<file path="src/sv/isps_pkg.sv">
// ---------------------------------------------------------------------------
// isps_pkg
// Shared constants and controller/datapath interface types for the
// inverse-square pair sum block.
// ---------------------------------------------------------------------------
package isps_pkg;

    localparam int MAX_POINTS = 256;
    localparam int IDX_W      = (MAX_POINTS > 1) ? $clog2(MAX_POINTS) : 1;
    localparam int CNT_W      = $clog2(MAX_POINTS + 1);
    localparam int PT_W       = 16;
    localparam int ACC_W      = 64;
    localparam int SQ_W       = 2 * PT_W;
    // quotient of 2^(3*PT_W) by a nonzero square needs 3*PT_W+1 bits
    localparam int Q_W        = 3 * PT_W + 1;

    localparam logic OP_LOAD  = 1'b0;
    localparam logic OP_QUERY = 1'b1;

    typedef struct packed {
        logic             load;
        logic             take_query;
        logic             issue;
        logic [IDX_W-1:0] issue_idx;
        logic             finish;
    } t_cmd;

    typedef struct packed {
        logic [CNT_W-1:0] count;
        logic             busy;
        logic             out_full;
    } t_status;

endpackage

</file>
<file path="src/sv/isps_ctrl.sv">
// ---------------------------------------------------------------------------
// isps_ctrl
// Controller: takes requests, walks the table for a query, waits for the
// pipeline to drain and hands the final sum to the result register.
// ---------------------------------------------------------------------------
module isps_ctrl
    import isps_pkg::*;
(
    input  logic    i_clk,
    input  logic    i_rst_n,
    input  logic    i_valid,
    output logic    i_ready,
    input  logic    i_opcode,
    input  t_status i_status,
    output t_cmd    o_cmd
);

    localparam logic [1:0] S_IDLE  = 2'd0;
    localparam logic [1:0] S_ISSUE = 2'd1;
    localparam logic [1:0] S_DRAIN = 2'd2;
    localparam logic [1:0] S_FINAL = 2'd3;

    logic [1:0]       r_state;
    logic [1:0]       n_state;
    logic [CNT_W-1:0] r_idx;
    logic [CNT_W-1:0] n_idx;

    assign i_ready = (r_state == S_IDLE);

    always_comb begin
        n_state          = r_state;
        n_idx            = r_idx;
        o_cmd            = '0;
        o_cmd.issue_idx  = r_idx[IDX_W-1:0];
        case (r_state)
            S_IDLE: begin
                n_idx = '0;
                if (i_valid) begin
                    if (i_opcode == OP_LOAD) begin
                        o_cmd.load = 1'b1;
                    end else begin
                        o_cmd.take_query = 1'b1;
                        n_state = (i_status.count == '0) ? S_DRAIN : S_ISSUE;
                    end
                end
            end
            S_ISSUE: begin
                o_cmd.issue = 1'b1;
                n_idx       = r_idx + CNT_W'(1);
                if (n_idx == i_status.count) begin
                    n_state = S_DRAIN;
                end
            end
            S_DRAIN: begin
                if (!i_status.busy) begin
                    n_state = S_FINAL;
                end
            end
            S_FINAL: begin
                // wait until the previous result has been taken
                if (!i_status.out_full) begin
                    o_cmd.finish = 1'b1;
                    n_state      = S_IDLE;
                end
            end
            default: begin
                n_state = S_IDLE;
            end
        endcase
    end

    always_ff @(posedge i_clk) begin
        if (!i_rst_n) begin
            r_state <= S_IDLE;
            r_idx   <= '0;
        end else begin
            r_state <= n_state;
            r_idx   <= n_idx;
        end
    end

endmodule

</file>
<file path="config.mk">
export PLATFORM = sky130hd
export DESIGN_NAME = isps_ctrl
export DESIGN_NICKNAME = d
export VERILOG_FILES = /design/src/sv/isps_pkg.sv /design/src/sv/isps_ctrl.sv
export SDC_FILE = /design/constraint.sdc
export NUM_CORES = 1
export LEC_CHECK = 0
export ABC_AREA = 1
export ABC_CLOCK_PERIOD_IN_PS = 1800
export BUFFER_PORTS_ARGS = -buffer_cell sky130_fd_sc_hd__buf_4
export CORE_UTILIZATION = 51
export DETAILED_ROUTE_END_ITERATION = 10
export PLACE_DENSITY_LB_ADDON = 0.08
export SLEW_MARGIN = 25
export SYNTH_ARGS = -nofsm -noshare
export SYNTH_HDL_FRONTEND = slang
export SYNTH_SLANG_ARGS = --single-unit
</file>
<file path="constraint.sdc">
create_clock -name i_clk -period 1.8 [get_ports i_clk]
set_input_delay 0.18 -clock i_clk [delete_from_list [all_inputs] [get_ports i_clk]]
set_output_delay 0.18 -clock i_clk [all_outputs]
set_load 0.03 [all_outputs]
</file>
==> results of run 1 <==
logic make-up after synthesis:
| group | after synthesis | synth area share [%] |
|---|---|---|
| XOR/XNOR | 1 | 0.888 |
| AND/OR/NAND/NOR | 95 | 44.3 |
| buffers and inverters | 28 | 13.8 |
| flip-flops | 11 | 22.3 |
| AO/OA/AOI/OAI | 18 | 11.3 |
| multiplexers | 1 | 1.02 |
| adder cells (fa/ha/maj) | 5 | 6.35 |
worst reg2reg max path: cells and delay by family, from the launching register on:
kind            cells  cell delay, ns
buf+inv             1            0.11
flops               1            0.38
compound gates      1            0.08
simple gates        9            0.79
fa+ha+maj           1            0.20
registers in the layout (all words and copies together), names as in the netlist:
name	count
r_idx	9
r_state	2
final timing paths:
kind	startpoint	endpoint	slack, ns
worst min register to register	r_idx[8]$_SDFFE_PN0P_	r_idx[8]$_SDFFE_PN0P_	0.49
worst max register to register	r_idx[0]$_SDFFE_PN0P_	r_state[0]$_SDFFE_PN0P_	0.13
worst max-delay path	r_idx[0]$_SDFFE_PN0P_	r_state[0]$_SDFFE_PN0P_	0.13
worst min-delay path	i_rst_n	r_state[0]$_SDFFE_PN0P_	0.15
metrics by stage:
step	instances	utilization, %	area (um2)	power (mW)
6_report	209	69.3	1220	1.17
3_3_place_gp	205	66.7	1180	0.956
4_1_cts	209	68.2	1200	1.15
5_1_grt	209	69.3	1220	1.24
2_1_floorplan	159	-	986	0.766
3_5_place_dp	205	66.7	1180	0.972
layer usage:
metal	share of wire, %	vias to the layer above	track usage, %	routed length [um]
li1	-	557	-	-
met1	42	471	28.2	1000
met2	50	42	41.4	1180
met4	1.8	0	8.82	42
met5	0	-	0	0
met3	5.7	5	2.38	135
power by group:
part | internal (mW) | switching [mW] | leakage [nW]
sequential | 0.280 | 0.0372 | 0.0904
combinational | 0.260 | 0.409 | 0.442
clock | 0.0861 | 0.0968 | 0.0150
layout make-up:
| type | instances | share of cell area, % |
|---|---|---|
| clock buffers | 4 | 2.15 |
| inverters | 19 | 5.83 |
| multi-input cells | 120 | 52.6 |
| flip-flops and latches | 11 | 18.4 |
| well taps | 25 | 2.56 |
| repair buffers | 30 | 18.4 |
layout by cell type, fill, tap and decap left out, types with 4 or more instances in the layout:
cell	n
a21oi_1	12
buf_4	30
dfxtp_1	9
ha_1	4
inv_1	18
nand2_1	49
nand3_1	17
nand3_2	5
nor2_1	13
==> out/qor.csv, run 1 <==
metric,value,unit
path_max_fanout,6,
die_area,0.00211,mm2
final_layout_size_suffix_gt1_share,28.8,%
startpoint_type,flip-flop,
hold_depth,3,
cp_num_cells,12,
crit_family,simple AND/OR/NAND/NOR gates,
drv_cap,0,
syn_area,986,um2
fin_setup_tns,0,ns
vias_per_cell,5.14,
drt_pass1_iterations,4,
fin_crit_sh,92.5,%
syn_inst,159,
max_freq,600,MHz
cts_tree,built,
path_common_cell,nand2_1,
synth_common_cells,"49 x nand2_1, 18 x inv_1, 18 x nand3_1, 13 x nor2_1, 12 x a21oi_1",
hold_ws,0.147,ns
n_antenna_cell,0,
ir_drop,0.552,mV
finalHoldViolCount,0,
postCtsResizedCells,0,
rows,15,
drt_iter0_markers,22,
yosysMostFrequentCell,nand2_1,
antenna_left,0,
insertion_delay,0.28,ns
fin_nets,205,
ff_latch_area,225,um2
nFillCells,180,
critPathArrivalTime,1.84,ns
slowest_delay,0.38,ns
maxSlewHeadroom,78.7,%
post-place-ws,0.0532,ns
grt_max_degree,12,
worst-slew-pin-transition,0.319,ns
synth_area_leaders,"dfxtp_1 22%, nand2_1 19%, nand3_1 9.1%",
crit_slowest_cell,dfxtp_4,
clkSinkCount,11,
status,"complete, no violations",
hp-class,in2reg,
post_drt_wl_per_cell,11.3,um
cts-root-buf,clkbuf_4,
grt_pass1_vias,900,
ys_seq_area_share,22.3,%
cp-end-kind,flip-flop,
setup_violations,0,
cp.required,1.98,ns
power.leakage,0.548,nW
ff2ff_path_depth,12,
async_flop_share,0,%
io_pins,28,
crit_type,reg2reg,
clk_pin_slew,0.07,ns
die_y,46.0,um
track_usage,23.3,%
drc,0,
clk_path_buf_depth,2,
grt_pass1_wl,3530,um
synth.largest_area_cell,dfxtp_1,
grt_overflow_total,0,
fin_ws,0.135,ns
wirelength,2350,um
power_density,956,mW/mm2
yosysTopAreaCellShare,22.3,%
cts.hold.buffers_added,0,
multi_input_area,643,um2
numCtsBuffers,3,
path_buf_inv,1,
yosysWarnings,0,
syn_area_per_cell,6.20,um2
portBuffers,27,
skew,0.00658,ns
vias,1075,
postCtsSetupRepairBufs,0,
rsz0062_at_grt,false,
synth_edf_count,0,
synthFlopType,dfxtp_1,
start_util,55.9,%
dp_hpwl,1870,um
slew_viol_final,0,
h-tree-depth,1,
fp.dieW,46.0,um
core_area,0.00176,mm2
crit_chain,ha_2 -> nand3_2 -> inv_2 -> nand2_1 -> nand2_1 -> a21oi_1 -> nor2_1 -> nand3_2 -> nand2_2 -> nand3_1 -> nand2_1 -> nor2_1,
syn-num-nets,179,
period_needed,1.67,ns
syn_to_final_growth,24.0,%
ys_types,24,
antenna_found_initial,0,
gp_congestion,0.791,
synth-seq-cells,11,
No activity file was read; power rests on OpenSTA's default activity.
==> run 2: changes to the inputs <==
--- a/config.mk
+++ b/config.mk
@@ -8,7 +8,9 @@
 export ABC_AREA = 1
 export ABC_CLOCK_PERIOD_IN_PS = 1800
 export BUFFER_PORTS_ARGS = -buffer_cell sky130_fd_sc_hd__buf_4
-export CORE_UTILIZATION = 51
+export CELL_PAD_IN_SITES_DETAIL_PLACEMENT = 1
+export CELL_PAD_IN_SITES_GLOBAL_PLACEMENT = 1
+export CORE_UTILIZATION = 34
 export DETAILED_ROUTE_END_ITERATION = 10
 export PLACE_DENSITY_LB_ADDON = 0.08
 export SLEW_MARGIN = 25
==> out/qor.csv, run 2 (synthesized netlist as in run 1, its figures left out) <==
metric,value,unit,change
status,"complete, no violations",,
grt_max_degree,12,,unchanged
fin_nets,208,,+1.5%
grt_pass1_wl,4890,um,+39%
place_inst,214,,+4.4%
fin_crit_sh,92.7,%,+0.14 points
power.leakage,0.566,nW,+3.3%
startpoint_type,flip-flop,,
rows,19,,+4
postCtsSetupRepairBufs,0,,unchanged
cts.hold.buffers_added,0,,unchanged
antenna_left,0,,unchanged
antenna_found_initial,0,,unchanged
vias_per_cell,5.11,,-0.74%
vias,1113,,+3.5%
design_area,0.00127,mm2,+4.2%
die_y,55.9,um,+21%
insertion_delay,0.29,ns,about the same
grt_pass1_vias,1082,,+20%
slew_viol_final,0,,unchanged
die_area,0.00312,mm2,+48%
finalHoldViolCount,0,,unchanged
final_layout_size_suffix_gt1_share,32.1,%,+3.3 points
post_dp_cell_area,0.00121,mm2,+2.6%
clk_pin_slew,0.10,ns,+0.03 ns
skew,0.00696,ns,+0.000371 ns
setup_violations,0,,unchanged
hold_ws,0.134,ns,-0.0126 ns
track_usage,20.3,%,-2.9 points
power_density,986,mW/mm2,+3.1%
critPathArrivalTime,1.87,ns,+0.03 ns
n_antenna_cell,0,,unchanged
hp-class,in2reg,,
drt_pass1_iterations,4,,unchanged
grt_overflow_total,0,,unchanged
numCtsBuffers,3,,unchanged
drv_cap,0,,unchanged
fp.dieW,55.9,um,+21%
largest_reg_flops,9,,unchanged
final_cell_mix,"49 x nand2_1, 33 x buf_4, 18 x inv_1",,
worst-slew-pin-transition,0.333,ns,+0.0137 ns
h-tree-depth,1,,unchanged
io_pins,28,,unchanged
portBuffers,27,,unchanged
cp-end-kind,flip-flop,,
ff2ff_path_depth,13,,+1
clk_path_buf_depth,2,,unchanged
drt_iter0_markers,19,,-14%
post-place-ws,0.0246,ns,-0.0285 ns
cts_tree,built,,
rr_startpoint,r_idx[0]$_SDFFE_PN0P_,,
layout.cells.non_filler,218,,+4.3%
maxSlewHeadroom,77.8,%,-0.92 points
cp.required,2.00,ns,+0.02 ns
rrSetupSlack,0.13,ns,about the same
r2r-end,r_state[0]$_SDFFE_PN0P_,,
fin_ws,0.132,ns,-0.00261 ns
crit_start,r_idx[0]$_SDFFE_PN0P_,,
start_util,35.8,%,-20 points
syn_to_final_growth,29.2,%,
wirelength,3150,um,+34%
clkSinkCount,11,,unchanged
dp_hpwl,2450,um,+31%
drc,0,,unchanged
crit_type,reg2reg,,
core_area,0.00276,mm2,+56%
largest-register,r_idx,,
period_needed,1.67,ns,+0.00261 ns
cts-root-buf,clkbuf_4,,
max_freq,600,MHz,-0.16%
final_common_cell,nand2_1,,
fin_util,46.2,%,-23 points
reg.largest.list,"r_idx x9, r_state x2",,
path_max_fanout,5,,-1
gp_congestion,0.748,,-5.5%
endpoint,r_state[0]$_SDFFE_PN0P_,,
ir_drop,0.814,mV,+47%
post_drt_wl_per_cell,14.5,um,+28%
run 2: changes by cell type in the layout (fill, tap and decap cells not counted), sizes merged:
cell and delta:
buf +3
run 2: layout make-up:
type / count / area [um2]
tap: 31 / 38.8
sequential: 11 / 226
multi-input combinational: 120 / 663
inverter: 19 / 71.3
fill: 371 / 1480
timing repair buffer: 33 / 248
clock buffer: 4 / 26.3
run 2: critical path, stage by stage, from the launching register on:
cell	delay [ns]
dfxtp_2	0.34
buf_4	0.16
inv_1	0.14
nor2_4	0.07
nand2_1	0.11
nand2_1	0.08
nand3_1	0.08
nand2_1	0.07
nor2_2	0.15
nand3_2	0.09
nand2_2	0.09
nand3_1	0.09
nand2_1	0.08
nor2_1	0.03
run 2: per-layer routing:
layer  vias to the layer above  share of wire (%)  global-route usage (%)  routed length, um
met5                         -                  0                       0                  0
met1                       518                 45                    26.0               1410
met2                        24                 48                    33.9               1520
met3                        11                3.2                    2.33                100
li1                        560                  -                       -                  -
met4                         0                4.0                    9.76                127
run 2: worst min-delay path by stage:
stage / startpoint / endpoint / slack, ns / depth (start not counted)
after CTS: i_rst_n / r_state[1]$_SDFFE_PN0P_ / 0.14 / 3
after global placement: i_rst_n / r_state[1]$_SDFFE_PN0P_ / 0.43 / 3
after global routing: i_rst_n / r_state[1]$_SDFFE_PN0P_ / 0.16 / 3
after detailed placement: i_rst_n / r_state[1]$_SDFFE_PN0P_ / 0.45 / 3
after floorplan: i_rst_n / r_state[1]$_SDFFE_PN0P_ / 0.30 / 2
final: i_rst_n / r_state[1]$_SDFFE_PN0P_ / 0.13 / 3
run 2: timing repair:
action / CTS / global route
setup endpoints to repair: 0 / 2
endpoints found under the hold margin: 0 / 0
gates resized for setup: 0 / 12
run 2: stage by stage:
stage | total power, mW | setup TNS [ns]
after floorplan | 0.766 | 0
after global placement | 1.01 | 0
after detailed placement | 1.03 | 0
after CTS | 1.23 | 0
after global routing | 1.35 | -0.0132
final | 1.26 | 0
run 2: power by group:
group	switching (mW)	leakage, nW	internal [mW]
Sequential	0.0331	0.0917	0.277
Clock	0.116	0.0150	0.0863
Combinational	0.449	0.459	0.294
Total	0.598	0.566	0.658
==> run 3: changes to the inputs <==
--- a/config.mk
+++ b/config.mk
@@ -5,12 +5,11 @@
 export SDC_FILE = /design/constraint.sdc
 export NUM_CORES = 1
 export LEC_CHECK = 0
-export ABC_AREA = 1
 export ABC_CLOCK_PERIOD_IN_PS = 1800
 export BUFFER_PORTS_ARGS = -buffer_cell sky130_fd_sc_hd__buf_4
 export CELL_PAD_IN_SITES_DETAIL_PLACEMENT = 1
 export CELL_PAD_IN_SITES_GLOBAL_PLACEMENT = 1
-export CORE_UTILIZATION = 34
+export CORE_UTILIZATION = 38
 export DETAILED_ROUTE_END_ITERATION = 10
 export PLACE_DENSITY_LB_ADDON = 0.08
 export SLEW_MARGIN = 25
==> out/qor.csv, run 3 <==
metric,value,unit,change
status,"finished, violations left",,
violations,negative setup slack,,
cts.hold.buffers_added,0,,unchanged
antenna_found_initial,0,,unchanged
yosysWarnings,0,,unchanged
drt_iter0_markers,8,,-11
numCtsBuffers,3,,unchanged
rrSetupSlack,-0.07,ns,-0.20 ns
multi_input_area,790,um2,+19%
seqPwrFrac,25.2,%,+0.5 points
insertion_delay,0.27,ns,-0.02 ns
fin_ws,-0.0689,ns,-0.201 ns
gp_congestion,0.852,,+14%
crit_family,simple AND/OR/NAND/NOR gates,,
cp-end-kind,flip-flop,,
synthFlopType,dfxtp_1,,
post-place-ws,-0.0282,ns,-0.0528 ns
skew,0.00299,ns,-0.00397 ns
core_area,0.00257,mm2,-6.9%
ys_types,39,,+63%
ff_latch_area,228,um2,+0.55%
antenna_left,0,,unchanged
syn_inst,133,,-16%
final_layout_size_suffix_gt1_share,37.9,%,+5.8 points
setup_violations,2,,+2
rsz0062_at_grt,true,,
cts-root-buf,clkbuf_4,,
yosysTopAreaCellShare,20.6,%,-1.7 points
wirelength,3290,um,+4.4%
fin_nets,195,,-6.3%
portBuffers,27,,unchanged
grt_overflow_total,0,,unchanged
drc,0,,unchanged
synth_edf_count,0,,unchanged
syn-num-nets,153,,-15%
path_max_fanout,5,,unchanged
dp_hpwl,2540,um,+3.7%
cts_tree,built,,
power.leakage,0.644,nW,+14%
crit_chain,ha_4 -> nand2b_4 -> and3b_1 -> a211oi_1 -> or4_4 -> or3_1 -> nand3_1,,
finalHoldViolCount,0,,unchanged
async_flop_share,0,%,unchanged
slowest_delay,0.56,ns,+0.22 ns
path_buf_inv,0,,-2
postCtsSetupRepairBufs,0,,unchanged
syn_area,0.00107,mm2,+8.4%
final_common_cell,buf_4,,
p_int,644,uW,-2.1%
hp-class,in2reg,,
yosysMostFrequentCell,dfxtp_1,,
largest_reg_flops,9,,unchanged
drv_cap,0,,unchanged
die_area,0.00303,mm2,-2.9%
startpoint_type,flip-flop,,
clkSinkCount,11,,unchanged
fin_crit_sh,104,%,+11 points
nFillCells,337,,-9.2%
p_sw_share,41.9,%,-5.8 points
period_needed,1.87,ns,+0.201 ns
grt_max_degree,17,,+5
critPathArrivalTime,2.09,ns,+0.22 ns
layout.cells.non_filler,204,,-6.4%
start_util,41.6,%,+5.9 points
largest-register,r_idx,,
reg.largest.list,"r_idx x9, r_state x2",,
final_cell_mix,"52 x buf_4, 10 x nand3_1, 9 x dfxtp_1",,
n_antenna_cell,0,,unchanged
track_usage,23.7,%,+3.4 points
ir_drop,0.644,mV,-21%
crit_type,reg2reg,,
power_density,747,mW/mm2,-24%
grt_pass1_wl,5020,um,+2.5%
power.switching,464,uW,-22%
maxSlewHeadroom,74.9,%,-2.9 points
ys_seq_area_share,20.6,%,-1.7 points
clk_pin_slew,0.08,ns,-0.02 ns
io_pins,28,,unchanged
rows,18,,-1
synth_common_cells,"11 x dfxtp_1, 10 x nand3_1, 9 x buf_4, 8 x o21ai_0, 7 x a21oi_1",,
h-tree-depth,1,,unchanged
grt_pass1_vias,1074,,-0.74%
crit_slowest_cell,or4_4,,
slew_viol_final,0,,unchanged
worst-slew-pin-transition,0.377,ns,+0.0436 ns
drt_pass1_iterations,4,,unchanged
syn_area_per_cell,8.03,um2,+30%
place_inst,200,,-6.5%
vias_per_cell,5.57,,+9.1%
cp.required,2.02,ns,+0.02 ns
clk_path_buf_depth,2,,unchanged
pwr-share-comb,58.8,%,-0.4 points
synth_area_leaders,"dfxtp_1 21%, buf_4 6.3%, ha_1 5.9%",,
vias,1136,,+2.1%
die_y,55.0,um,-1.5%
clkPwrFrac,16.1,%,about the same
synth.largest_area_cell,dfxtp_1,,
fp.dieW,55.0,um,-1.5%
post_drt_wl_per_cell,16.1,um,+12%
max_freq,535,MHz,-11%
fin_util,57.7,%,+12 points
syn_to_final_growth,38.8,%,
synth-seq-cells,11,,unchanged
==> run 3: changes by cell type in the layout (fill, tap and decap cells not counted), moves of 4 or more <==
cell,before,now
a21oi_1,12,7
and2_1,0,4
buf_4,33,52
dfxtp_2,5,0
inv_1,18,3
nand2_1,49,3
nand3_1,17,10
nor2_1,12,4
nor2_2,4,0
nor2b_1,0,6
nor3b_1,0,6
o21ai_0,2,7
xor2_1,0,5
==> run 3: cells by family (layout without fill, tap and decap cells) <==
kind of cell             after synthesis  after routing  synth area share, %
AO/OA/AOI/OAI                         32             32                 20.1
XOR/XNOR                              11             11                 9.02
adder cells (fa/ha/maj)                5              5                 5.85
flip-flops                            11             11                 20.6
AND/OR/NAND/NOR                       52             52                 30.4
multiplexers                           4              4                 3.75
buffers and inverters                 18             59                 10.2
==> run 3: layout make-up <==
| type | instances | area share (%) |
|---|---|---|
| clock buffer | 4 | 1.77 |
| inverter | 3 | 0.759 |
| multi-input combinational | 104 | 53.2 |
| sequential | 11 | 15.4 |
| tap | 30 | 2.53 |
| timing repair buffer | 52 | 26.3 |
==> run 3: per-stage QoR <==
step | area, um2 | TNS [ns] | total power, mW | hold WS (ns)
after floorplan | 1120 | 0 | 0.690 | 0.346
after global placement | 1430 | -0.00852 | 0.914 | 0.520
after detailed placement | 1430 | -0.0282 | 0.933 | 0.535
after CTS | 1460 | -0.0684 | 1.11 | 0.243
after global routing | 1480 | -0.256 | 1.19 | 0.243
final | 1480 | -0.0957 | 1.11 | 0.251
==> run 3: layer usage <==
| metal | global-route usage, % | routed length [um] | vias to the layer above |
|---|---|---|---|
| li1 | - | - | 561 |
| met1 | 28.2 | 1480 | 546 |
| met2 | 43.8 | 1680 | 27 |
| met3 | 4.37 | 117 | 2 |
| met4 | 4.58 | 15 | 0 |
| met5 | 0 | 0 | - |
==> run 3: worst paths after layout <==
| check | start | cells after the start | endpoint |
|---|---|---|---|
| setup / recovery | r_idx[1]$_SDFFE_PN0P_ | 7 | r_state[0]$_SDFFE_PN0P_ |
| setup reg to reg | r_idx[1]$_SDFFE_PN0P_ | 7 | r_state[0]$_SDFFE_PN0P_ |
| hold reg to reg | r_idx[8]$_SDFFE_PN0P_ | 2 | r_idx[8]$_SDFFE_PN0P_ |
| hold / removal | i_rst_n | 2 | r_idx[1]$_SDFFE_PN0P_ |
==> run 3: what timing repair did <==
action	4_1_cts	5_1_grt
pin swaps	0	0
resized for setup	0	3
setup endpoints to repair	2	2
==> run 3: worst reg2reg max path: stages (launching register included) <==
cell	delay, ns
dfxtp_4	0.38
ha_4	0.16
nand2b_4	0.12
and3b_1	0.16
a211oi_1	0.05
or4_4	0.56
or3_1	0.32
nand3_1	0.06
==> run 3: power by group through the flow <==
stage | Sequential, mW | Clock (mW) | Combinational [mW]
3_5_place_dp | 0.284 | 0 | 0.649
4_1_cts | 0.279 | 0.183 | 0.652
6_report | 0.279 | 0.178 | 0.651
2_1_floorplan | 0.294 | 0 | 0.396
5_1_grt | 0.281 | 0.200 | 0.708
3_3_place_gp | 0.283 | 0 | 0.630
